--- src/design/u8dec_pkg.sv ---
// ----------------------------------------------------------------------------
// UTF-8 decoder package
// Item types, lead-byte ranges and codepoint limits shared by the decoder.
// ----------------------------------------------------------------------------
package u8dec_pkg;

  // Lead-byte class boundaries
  localparam logic [7:0] LeadTwo   = 8'hc0;
  localparam logic [7:0] LeadThree = 8'he0;
  localparam logic [7:0] LeadFour  = 8'hf0;
  localparam logic [7:0] LeadBad   = 8'hf8;

  // Continuation byte pattern
  localparam logic [7:0] ContMask  = 8'hc0;
  localparam logic [7:0] ContTag   = 8'h80;

  // Sequence lengths
  localparam logic [2:0] LenOne    = 3'd1;
  localparam logic [2:0] LenTwo    = 3'd2;
  localparam logic [2:0] LenThree  = 3'd3;
  localparam logic [2:0] LenFour   = 3'd4;

  // Codepoint limits
  localparam logic [20:0] CpReplace = 21'h00fffd;
  localparam logic [20:0] CpMin2    = 21'h000080;
  localparam logic [20:0] CpMin3    = 21'h000800;
  localparam logic [20:0] CpMin4    = 21'h010000;
  localparam logic [20:0] CpMax     = 21'h10ffff;

  // Input item: byte window at the read position
  typedef struct packed {
    logic [7:0] lead_byte;
    logic [7:0] second_byte;
    logic [7:0] third_byte;
    logic [7:0] fourth_byte;
    logic [2:0] bytes_available;
  } in_t;

  // Result item
  typedef struct packed {
    logic [20:0] codepoint;
    logic [2:0]  consumed;
  } out_t;

  // Classified window after the first stage
  typedef struct packed {
    logic       pass;     // ASCII or stray continuation byte
    logic       seq_ok;   // valid lead, enough bytes, good continuations
    logic [2:0] need;     // sequence length implied by the lead
    logic [7:0] lead;
    logic [5:0] p1;
    logic [5:0] p2;
    logic [5:0] p3;
  } cls_t;

  // Assembled sequence after the second stage
  typedef struct packed {
    logic        pass;
    logic        good;
    logic [2:0]  need;
    logic [7:0]  lead;
    logic [20:0] value;
  } asm_t;

endpackage

--- src/design/utf8_validating_decoder_unit.sv ---
// Throughput: one item per cycle while the output is not stalled; three
// register stages (classify, assemble, select) each advance independently,
// so bubbles fill behind a stalled output.
// Reset: rst_ni clears all stage valid bits asynchronously; no other state.
// ----------------------------------------------------------------------------
// UTF-8 validating decoder
// Decodes one codepoint from a four-byte window, rejecting truncated, badly
// continued, overlong and out-of-range sequences with U+FFFD, length 1.
// ----------------------------------------------------------------------------
module utf8_validating_decoder_unit (
  input  logic            clk_i,
  input  logic            rst_ni,
  input  logic            in_valid_i,
  output logic            in_stall_o,
  input  u8dec_pkg::in_t  in_data_i,
  output logic            out_valid_o,
  input  logic            out_stall_i,
  output u8dec_pkg::out_t out_data_o
);

  logic             s1_valid_q;
  u8dec_pkg::cls_t  s1_q;
  u8dec_pkg::cls_t  s1_d;
  logic             s2_valid_q;
  u8dec_pkg::asm_t  s2_q;
  u8dec_pkg::asm_t  s2_d;
  logic             out_valid_q;
  u8dec_pkg::out_t  out_q;
  u8dec_pkg::out_t  out_d;
  logic             s1_ready;
  logic             s2_ready;
  logic             out_ready;

  // Each stage may load when empty or when its content moves on
  assign out_ready  = !out_valid_q || !out_stall_i;
  assign s2_ready   = !s2_valid_q || out_ready;
  assign s1_ready   = !s1_valid_q || s2_ready;
  assign in_stall_o = !s1_ready;

  // Stage 1: classify the window
  u8dec_classify u_classify (
    .win_i (in_data_i),
    .cls_o (s1_d)
  );

  always_ff @(posedge clk_i or negedge rst_ni) begin
    if (!rst_ni) begin
      s1_valid_q <= 1'b0;
    end else if (s1_ready) begin
      s1_valid_q <= in_valid_i;
    end
  end

  always_ff @(posedge clk_i) begin
    if (s1_ready && in_valid_i) begin
      s1_q <= s1_d;
    end
  end

  // Stage 2: assemble the value and check overlong and range limits
  always_comb begin
    s2_d.pass = s1_q.pass;
    s2_d.need = s1_q.need;
    s2_d.lead = s1_q.lead;
    case (s1_q.need)
      u8dec_pkg::LenTwo: begin
        s2_d.value = {10'd0, s1_q.lead[4:0], s1_q.p1};
        s2_d.good  = s1_q.seq_ok && (s2_d.value >= u8dec_pkg::CpMin2);
      end
      u8dec_pkg::LenThree: begin
        s2_d.value = {5'd0, s1_q.lead[3:0], s1_q.p1, s1_q.p2};
        s2_d.good  = s1_q.seq_ok && (s2_d.value >= u8dec_pkg::CpMin3);
      end
      default: begin
        s2_d.value = {s1_q.lead[2:0], s1_q.p1, s1_q.p2, s1_q.p3};
        s2_d.good  = s1_q.seq_ok && (s2_d.value >= u8dec_pkg::CpMin4) &&
                     (s2_d.value <= u8dec_pkg::CpMax);
      end
    endcase
  end

  always_ff @(posedge clk_i or negedge rst_ni) begin
    if (!rst_ni) begin
      s2_valid_q <= 1'b0;
    end else if (s2_ready) begin
      s2_valid_q <= s1_valid_q;
    end
  end

  always_ff @(posedge clk_i) begin
    if (s2_ready && s1_valid_q) begin
      s2_q <= s2_d;
    end
  end

  // Stage 3: select pass-through, decoded value or replacement
  always_comb begin
    if (s2_q.pass) begin
      out_d.codepoint = {13'd0, s2_q.lead};
      out_d.consumed  = u8dec_pkg::LenOne;
    end else if (s2_q.good) begin
      out_d.codepoint = s2_q.value;
      out_d.consumed  = s2_q.need;
    end else begin
      out_d.codepoint = u8dec_pkg::CpReplace;
      out_d.consumed  = u8dec_pkg::LenOne;
    end
  end

  always_ff @(posedge clk_i or negedge rst_ni) begin
    if (!rst_ni) begin
      out_valid_q <= 1'b0;
    end else if (out_ready) begin
      out_valid_q <= s2_valid_q;
    end
  end

  always_ff @(posedge clk_i) begin
    if (out_ready && s2_valid_q) begin
      out_q <= out_d;
    end
  end

  assign out_valid_o = out_valid_q;
  assign out_data_o  = out_q;

`ifndef NO_ASSERTIONS
  // Consumed count stays within one to four
  a_consumed_range: assert property (@(posedge clk_i) disable iff (!rst_ni)
    out_valid_o |-> (out_data_o.consumed >= u8dec_pkg::LenOne &&
                     out_data_o.consumed <= u8dec_pkg::LenFour))
    else $error("consumed out of range");

  // Never emit a codepoint above the Unicode limit
  a_cp_range: assert property (@(posedge clk_i) disable iff (!rst_ni)
    out_valid_o |-> (out_data_o.codepoint <= u8dec_pkg::CpMax))
    else $error("codepoint above U+10FFFF");

  // A multi-byte result is never an ASCII codepoint
  a_multi_not_ascii: assert property (@(posedge clk_i) disable iff (!rst_ni)
    (out_valid_o && out_data_o.consumed != u8dec_pkg::LenOne) |->
      (out_data_o.codepoint >= u8dec_pkg::CpMin2))
    else $error("multi-byte result below U+0080");

  // A stalled result keeps stage 2 filled
  a_hold_on_stall: assert property (@(posedge clk_i) disable iff (!rst_ni)
    (out_valid_o && out_stall_i && s2_valid_q) |=> s2_valid_q)
    else $error("stage 2 item lost under stall");
`endif

endmodule

--- src/design/u8dec_classify.sv ---
// ----------------------------------------------------------------------------
// UTF-8 window classifier
// Finds the sequence length from the lead byte and checks availability and
// continuation bytes; strips the continuation tags off the payload bytes.
// ----------------------------------------------------------------------------
module u8dec_classify (
  input  u8dec_pkg::in_t  win_i,
  output u8dec_pkg::cls_t cls_o
);

  logic [7:0] c;
  logic [2:0] need;
  logic       cont1;
  logic       cont2;
  logic       cont3;
  logic       avail_ok;

  assign c = win_i.lead_byte;

  // Pick the length implied by the lead
  always_comb begin
    if (c < u8dec_pkg::LeadThree) begin
      need = u8dec_pkg::LenTwo;
    end else if (c < u8dec_pkg::LeadFour) begin
      need = u8dec_pkg::LenThree;
    end else begin
      need = u8dec_pkg::LenFour;
    end
  end

  // Check continuation tags
  assign cont1 = (win_i.second_byte & u8dec_pkg::ContMask) == u8dec_pkg::ContTag;
  assign cont2 = (win_i.third_byte  & u8dec_pkg::ContMask) == u8dec_pkg::ContTag;
  assign cont3 = (win_i.fourth_byte & u8dec_pkg::ContMask) == u8dec_pkg::ContTag;

  // A count of zero fails every multi-byte need; counts above four pass all
  assign avail_ok = win_i.bytes_available >= need;

  always_comb begin
    cls_o.pass   = c < u8dec_pkg::LeadTwo;
    cls_o.seq_ok = (c < u8dec_pkg::LeadBad) && avail_ok && cont1 &&
                   ((need < u8dec_pkg::LenThree) || cont2) &&
                   ((need < u8dec_pkg::LenFour)  || cont3);
    cls_o.need   = need;
    cls_o.lead   = c;
    cls_o.p1     = win_i.second_byte[5:0];
    cls_o.p2     = win_i.third_byte[5:0];
    cls_o.p3     = win_i.fourth_byte[5:0];
  end

endmodule
--- config.mk ---
export PLATFORM = sky130hd
export DESIGN_NAME = utf8_validating_decoder_unit
export DESIGN_NICKNAME = d
export VERILOG_FILES = /design/src/design/u8dec_pkg.sv /design/src/design/utf8_validating_decoder_unit.sv /design/src/design/u8dec_classify.sv
export SDC_FILE = /design/constraint.sdc
export NUM_CORES = 1
export LEC_CHECK = 0
export ABC_AREA = 1
export BUFFER_PORTS_ARGS = -buffer_cell sky130_fd_sc_hd__buf_4
export CAP_MARGIN = 10
export CORE_MARGIN = 5
export CORE_UTILIZATION = 50
export CTS_BUF_LIST = sky130_fd_sc_hd__clkbuf_4 sky130_fd_sc_hd__clkbuf_8
export DETAILED_ROUTE_END_ITERATION = 10
export PLACE_DENSITY = 0.73
export SETUP_SLACK_MARGIN = 0.5
export SYNTH_ARGS = -nofsm -noshare
export SYNTH_HDL_FRONTEND = slang
export SYNTH_SLANG_ARGS = --single-unit
--- constraint.sdc ---
create_clock -name clk_i -period 5.1 [get_ports clk_i]
set_input_delay 1.02 -clock clk_i [delete_from_list [all_inputs] [get_ports clk_i]]
set_output_delay 1.02 -clock clk_i [all_outputs]
set_load 0.05 [all_outputs]
# After elaboration in Yosys (flattened, before gate mapping)

Cells that the tools add are included.

Input bits: 39
Bits in registers: 92
Output and inout bits: 26
Logic and storage cells: 64

Equality and inequality tests: 5
Bitwise logic cells: 1
Order comparisons: 11
Multiplexer cells: 6
Reduce and logical (&&, ||, !) cells: 22

Operators by type and width:

| operator                                                   | number |
|---|---|
| one-hot mux 21 bit (2 select lines)                        | 1 |
| less-than comparator 8 bit, second input constant          | 4 |
| >= comparator 21 x 17 -> 1 bit, second input constant      | 1 |
| <= comparator 21 bit, second input constant                | 1 |
| 2-to-1 mux 19 bit                                          | 1 |
| >= comparator 16 x 12 -> 1 bit, second input constant      | 1 |
| >= comparator 11 x 8 -> 1 bit, second input constant       | 1 |
| logical AND 1 bit                                          | 11 |
| 2-to-1 mux 11 bit                                          | 1 |
| == test 2 bit, second input constant                       | 3 |
| == test 3 x 2 -> 1 bit, second input constant              | 2 |
| 2-to-1 mux 3 bit                                           | 2 |
| logical NOT 1 bit                                          | 5 |
| logical OR 1 bit                                           | 5 |
| >= comparator 3 bit                                        | 1 |
| less-than comparator 3 x 2 -> 1 bit, second input constant | 1 |
| less-than comparator 3 bit, second input constant          | 1 |
| one-hot mux 1 bit (2 select lines)                         | 1 |
| OR reduction 2 bit                                         | 1 |
| inverter 1 bit                                             | 1 |

# Longest topological paths before layout

Gate-level depths: netlist (run 1).

Word-level depth: 8
Gate-level depth with buffers: 8
Mapped depth without buffers: 8

# Cells and area by module

Synthesis (run 1) repeated with hierarchy kept, for this count alone.

Cells, all modules: 292
Area, all modules: 3771.1 um^2

By module, submodules not included:

| module                       | cells each | seq. area each (um^2) | area each (um^2) | times used |
|---|---|---|---|---|
| utf8_validating_decoder_unit | 235        | 2747.6                | 3414.5           | 1 |
| u8dec_classify               | 57         | 0.0                   | 356.6            | 1 |

# Worst setup path before layout (run 1)

No wires, ideal clock.

Kind: input port to flip-flop
Start point: in out_stall_i
End point: reg s1_q[0] in the netlist's numbering, enable pin
Stages: 5
Arrival time: 2809 ps
Path buffers: 0
Slack: 1872 ps
Library setup time: 419 ps
Cells stage by stage: nand2_1 -> nor2_1 -> inv_1 -> nor2_1 -> nor2_1

Longest elaborated chain between the ends: 5

Ends and longest elaborated chain:

| item                   | RTL line                           | text |
|---|---|---|
| start: declaration     | utf8_validating_decoder_unit.sv:17 | `input logic out_stall_i,` |
| logical NOT 1 bit      | utf8_validating_decoder_unit.sv:35 | `assign out_ready = !out_valid_q \|\| !out_stall_i;` |
| logical OR 1 bit       | utf8_validating_decoder_unit.sv:35 |  |
| logical OR 1 bit       | utf8_validating_decoder_unit.sv:36 | `assign s2_ready = !s2_valid_q \|\| out_ready;` |
| logical OR 1 bit       | utf8_validating_decoder_unit.sv:37 | `assign s1_ready = !s1_valid_q \|\| s2_ready;` |
| logical AND 1 bit      | utf8_validating_decoder_unit.sv:55 | `if (s1_ready && in_valid_i) begin` |
| end signal: assignment | utf8_validating_decoder_unit.sv:56 | `s1_q <= s1_d;` |
| end: declaration       | utf8_validating_decoder_unit.sv:22 | `u8dec_pkg::cls_t s1_q;` |

No other way between the ends.
A chain may end at the register's enable or synchronous reset.

# Worst setup path in the final report (run 1)

Start point: in out_stall_i
End point: out in_stall_o

Longest elaborated chain between the ends: 5

Ends and longest elaborated chain:

| item              | RTL line                           | text |
|---|---|---|
| logical NOT 1 bit | utf8_validating_decoder_unit.sv:35 |  |
| logical OR 1 bit  | utf8_validating_decoder_unit.sv:35 |  |
| logical OR 1 bit  | utf8_validating_decoder_unit.sv:36 |  |
| logical OR 1 bit  | utf8_validating_decoder_unit.sv:37 |  |
| logical NOT 1 bit | utf8_validating_decoder_unit.sv:38 | `assign in_stall_o = !s1_ready;` |
| end: declaration  | utf8_validating_decoder_unit.sv:14 | `output logic in_stall_o,` |

No other way between the ends.

==> results of run 1 <==
[critical path, stage by stage]
cell,delay [ns]
buf_4,0.09
nand2_1,0.05
nor2_1,0.08
inv_1,0.07
nor2_1,0.16
buf_4,0.23
[sequential cells by signal, summed over array words and instances, names as in the netlist]
register	cells
out_data_o	24
s1_valid_q	1
out_valid_o	1
s2_q	34
s1_q	31
s2_valid_q	1
[per-layer routing]
layer  up-vias  share of wire  track usage
met5         -              0            0
met4         0          0.017       0.0613
met3        10          0.055       0.0295
met2        64           0.47        0.219
met1       932           0.46        0.203
li1       1035              -            -
[synthesized netlist by cell type (4+ instances only)]
library cell	instances	area, um^2
edfxtp_1	89	2670
inv_1	41	154
nand2_1	32	120
nor2_1	22	82.6
a21oi_1	10	50.1
nand3_1	7	35.0
o21ai_1	7	35.0
o22a_1	7	61.3
a22oi_2	5	62.6
o22ai_1	4	25.0
[power by group through the flow]
stage | clock network (uW) | logic [uW] | registers (uW)
2_1_floorplan | 0 | 86.9 | 1020
3_3_place_gp | 0 | 224 | 960
3_5_place_dp | 0 | 229 | 962
4_1_cts | 523 | 230 | 945
5_1_grt | 556 | 257 | 950
6_report | 515 | 236 | 942
[through the flow]
stage          utilization  total power (uW)  hold WS, ns  setup slack, ns
2_1_floorplan            -              1110        0.400             1.87
3_3_place_gp         0.583              1180        0.405             2.38
3_5_place_dp         0.583              1190        0.411             2.37
4_1_cts              0.613              1700        0.425             2.36
5_1_grt              0.619              1760        0.429             2.29
6_report             0.619              1690        0.425             2.36
[cells by family (layout without fill, tap and decap cells)]
family | count (synthesis) | after routing
compound gates | 40 | 40
fa+ha+maj | 3 | 3
simple gates | 71 | 71
buf+inv | 51 | 127
flops | 92 | 92
[area by class of cell]
type                            instances  area share
Clock buffer                            9      0.0280
Multi-Input combinational cell        114       0.144
Sequential cell                        92       0.622
Inverter                               44      0.0374
Tap cell                               99      0.0280
Clock inverter                          7      0.0204
Timing Repair Buffer                   67       0.120
[final timing paths]
path	startpoint	endpoint	slack, ns	cells past startpoint
worst min-delay path	s1_q[24]	s2_q[27]	0.42	0
worst min register to register	s1_q[24]	s2_q[27]	0.42	0
worst max-delay path	out_stall_i	in_stall_o	2.36	6
worst max register to register	s1_q[28]	s2_q[9]	3.42	5
min in group asynchronous	rst_ni	out_valid_o	0.45	1
max in group asynchronous	rst_ni	s2_valid_q	4.55	1
==> results.yml, run 1 <==
routing:
  via_count: 2041
  wl_per_cell_um: 13.4
  vias_per_cell: 4.72
  drt-pass1-iter-count: 4
  drc: 0
  antenna_left: 0
  wl_mm: 5.78
  drt_iter0_drc: 118
grt:
  antenna_found_initial: 0
  grt_pass1_vias: 2046
  grt_pass1_wl_mm: 9.78
  grt-ovfl-total: 0
  grt_max_degree: 35
  grt_use_total: 0.144
power_and_ir_drop:
  p_clk_frac: 0.304
  power_switching_uw: 424
  combPwrFrac: 0.139
  p_sw_frac: 0.251
  leakage_uw: 0.00182
  ir_drop_v: 0.000161
  p_int_uw: 1270
  seqPwrFrac: 0.557
  power.density_nw_per_um2: 383
synth:
  muxShareOfSynthArea: 0
  syn_inst: 257
  synth_top_family_by_area: "simple AND/OR/NAND/NOR gates"
  synth-edff-count: 89
  ys_seq_area_frac: 0.765
  synth_area_per_cell_um2: 14.0
  synth_fa_ha_area_frac: 0.0104
  ys_async_sr_fraction: 0.0326
  synth-compound-area-share: 0.0811
  synth_area_um2: 3590
  synth_xor_area_frac: 0
  ys_ff_latch: 92
  yosysWarnings: 0
  synth_nets: 299
  ys_types: 28
  synth-simple-area-share: 0.0843
  synth_top_flop_cell: "edfxtp_1"
final_layout:
  multi_input_area_um2: 638
  final_area_um2: 4420
  areaGrowthSynthToFinish_pct: 23.0
  mostFrequentLayoutCell: "edfxtp_1"
  final_nets: 370
  antenna_cells: 0
  final_cell_mix: "89 x edfxtp_1, 65 x buf_4, 41 x inv_1, 32 x nand2_1, 21 x nor2_1"
  drive_gt1_frac: 0.294
  fin_cells: 432
  register_area_um2: 2750
  fillCellCount: 576
timing:
  slew_headroom: 0.641
  finalSetupTns_ns: 0
  drv_slew: 0
  fmax_ghz: 0.365
  skew_ns: 0.00889
  rsz0062_at_grt: "no"
  hold_viol: 0
  tightest_slew_ns: 0.537
  post-route-period-util: 0.537
  setup_viol: 0
  fin_crit_ns: 2.74
clock_tree:
  cts_buffers: 9
  cts-resized-gates: 0
  cts_setup_buffers: 0
  cts_tree: "yes"
  ctsHoldBuffers: 0
  clockBufferDepth: 2
  cts.reportedPaths.clkPinSlew_ns: 0.08
  cts.sinks: 92
  clockRootBuffer: "clkbuf_8"
  clkLatencyLatePin_ns: 0.34
  htree_levels: 3
floorplan:
  initial_core_util: 0.504
  ios: 65
  core_area_um2: 7140
  die_h_um: 94.8
  die_w_um: 94.8
  num_rows: 31
  dieArea_um2: 8980
critical_path:
  required_ns: 4.08
  crit_type: "in -> out"
  start_kind: "primary input"
  endpoint_kind: "output port"
  crit_arrival_ns: 1.72
  worstPathMaxFanout: 4
outcome:
  status: "finished, final reports clean"
placed_design:
  port-buffer-count: 64
  hpwl_mm: 4.12
  placed_cells: 414
  place_congestion: 0.778
  placed_cell_area_um2: 4160
hold_path:
  hold_class: "reg -> reg"
flow_run:
  cap_viol_max_count: 0
(Power assumes the default switching activity.)
==> run 2, diff against run 1 <==
clock period = 2.8 ns   (was 5.1 ns; I/O delays follow)
==> results.yml, run 2 (same netlist as run 1, synthesis figures left out) <==
outcome:
  status: "finished, final reports clean"
clock_tree:
  clockBufferDepth: 2
  htree_levels: 3
  cts.sinks: 92
  clkLatencyLatePin_ns: 0.34
  clockRootBuffer: "clkbuf_8"
  cts.reportedPaths.clkPinSlew_ns: 0.09
  cts_tree: "yes"
  cts_buffers: 9
timing:
  rsz0062_at_grt: "no"
  whs_ns: 0.384
  fin_crit_ns: 1.89
  post-route-period-util: 0.673
  finalSetupTns_ns: 0
  hold_viol: 0
  skew_ns: 0.00819
  tightest_slew_ns: 0.539
  worst_slack_ns: 0.914
  setup_viol: 0
  drv_slew: 0
  slew_headroom: 0.640
  fmax_ghz: 0.530
final_layout:
  multi_input_area_um2: 641
  register_area_um2: 2750
  largestRegisters: "s2_q: 34 flops, s1_q: 31 flops, out_data_o: 24 flops"
  drive_gt1_frac: 0.296
  final_cell_mix: "89 x edfxtp_1, 67 x buf_4, 41 x inv_1, 32 x nand2_1, 20 x nor2_1"
  largest_register: "s2_q"
  mostFrequentLayoutCell: "edfxtp_1"
  final_nets: 371
  areaGrowthSynthToFinish_pct: 22.6
  largest_reg_flops: 34
  fillCellCount: 609
  antenna_cells: 0
power_and_ir_drop:
  power.density_nw_per_um2: 698
  ir_drop_v: 0.000356
  leakage_uw: 0.00181
placed_design:
  hpwl_mm: 4.16
  place_congestion: 0.777
  place_ws_ns: 0.859
  port-buffer-count: 64
critical_path:
  critical_path.cell_chain: "nand2_1, nor2_1, inv_1, nor2_2, buf_4"
  crit_type: "reg -> out"
  reg2reg_from: "s1_q[28]"
  endpoint_kind: "output port"
  start_kind: "register"
  worstPathMaxFanout: 4
  rrSetupSlack_ns: 1.09
  required_ns: 2.24
  slowest_stage: "dfrtp_1"
  max_stage_delay_ns: 0.38
  rr_worst_depth: 5
  r2r-end: "s2_q[5]"
  crit_arrival_ns: 1.33
hold_path:
  min_from: "in_data_i[21]"
  whs_endpoint: "s1_q[14]"
  hold_class: "in -> reg"
  worstHoldPathCells: 1
routing:
  wl_per_cell_um: 13.4
  drt_iter0_drc: 135
  antenna_left: 0
  wl_mm: 5.78
  drt-pass1-iter-count: 4
  drc: 0
  vias_per_cell: 4.75
  via_count: 2056
grt:
  grt_pass1_wl_mm: 9.71
  grt_max_degree: 35
  grt_pass1_vias: 1999
  grt-ovfl-total: 0
  grt_use_total: 0.143
  antenna_found_initial: 0
floorplan:
  ios: 65
  die_w_um: 94.8
  core_area_um2: 7140
  dieArea_um2: 8980
  die_h_um: 94.8
  num_rows: 31
  initial_core_util: 0.504
flow_run:
  cap_viol_max_count: 0
## run 2: what timing repair did
| item | CTS | global route |
|---|---|---|
| gates resized for setup | 0 | 0 |
| hold endpoints to repair | 3 | 0 |
| buffers inserted | 0 | 0 |
| hold buffers | 1 | 0 |
## run 2: final cells by class
cell class / count / area share
Multi-Input combinational cell: 114 / 0.145
Sequential cell: 92 / 0.624
Inverter: 44 / 0.0375
Timing Repair Buffer: 68 / 0.116
Clock inverter: 7 / 0.0207
Clock buffer: 9 / 0.0281
Tap cell: 99 / 0.0281
## run 2: critical path, delay by kind of cell (launching register included)
kind	cells	cell delay, ns
flip-flops	1	0.38
AND/OR/NAND/NOR	3	0.30
buffers and inverters	2	0.30
## run 2: power by group
group / switching (uW) / total (uW) / internal, uW
logic: 280 / 419 / 139
clock network: 443 / 941 / 498
registers: 51.6 / 1720 / 1670
total: 775 / 3080 / 2300
## run 2: how the worst max path moves through the flow
| stage | start | to | slack, ns | cells past startpoint |
|---|---|---|---|---|
| after detailed placement | in_data_i[34] | s1_q[29] | 0.86 | 8 |
| after global placement | in_data_i[34] | s1_q[29] | 0.96 | 8 |
| after global routing | out_valid_o | in_stall_o | 0.81 | 5 |
| final | out_valid_o | in_stall_o | 0.91 | 5 |
| after CTS | out_valid_o | in_stall_o | 0.90 | 5 |
| after floorplan | out_valid_o | out_data_o[0] | 0.52 | 1 |
## run 2: routing by layer
metal  vias up  track usage  part of all wire
li1       1039            -                 -
met2        69        0.210              0.47
met4         0       0.0757             0.010
met3         4       0.0279             0.065
met5         -            0                 0
met1       944        0.202              0.45
## run 2: through the flow
| stage | cell area, um^2 | total power, uW | util | instances |
|---|---|---|---|---|
| 3_3_place_gp | 4180 | 2160 | 0.586 | 416 |
| 4_1_cts | 4410 | 3110 | 0.617 | 433 |
| 3_5_place_dp | 4180 | 2170 | 0.586 | 416 |
| 5_1_grt | 4410 | 3200 | 0.617 | 433 |
| 6_report | 4410 | 3080 | 0.617 | 433 |
| 2_1_floorplan | 3600 | 2020 | - | 257 |
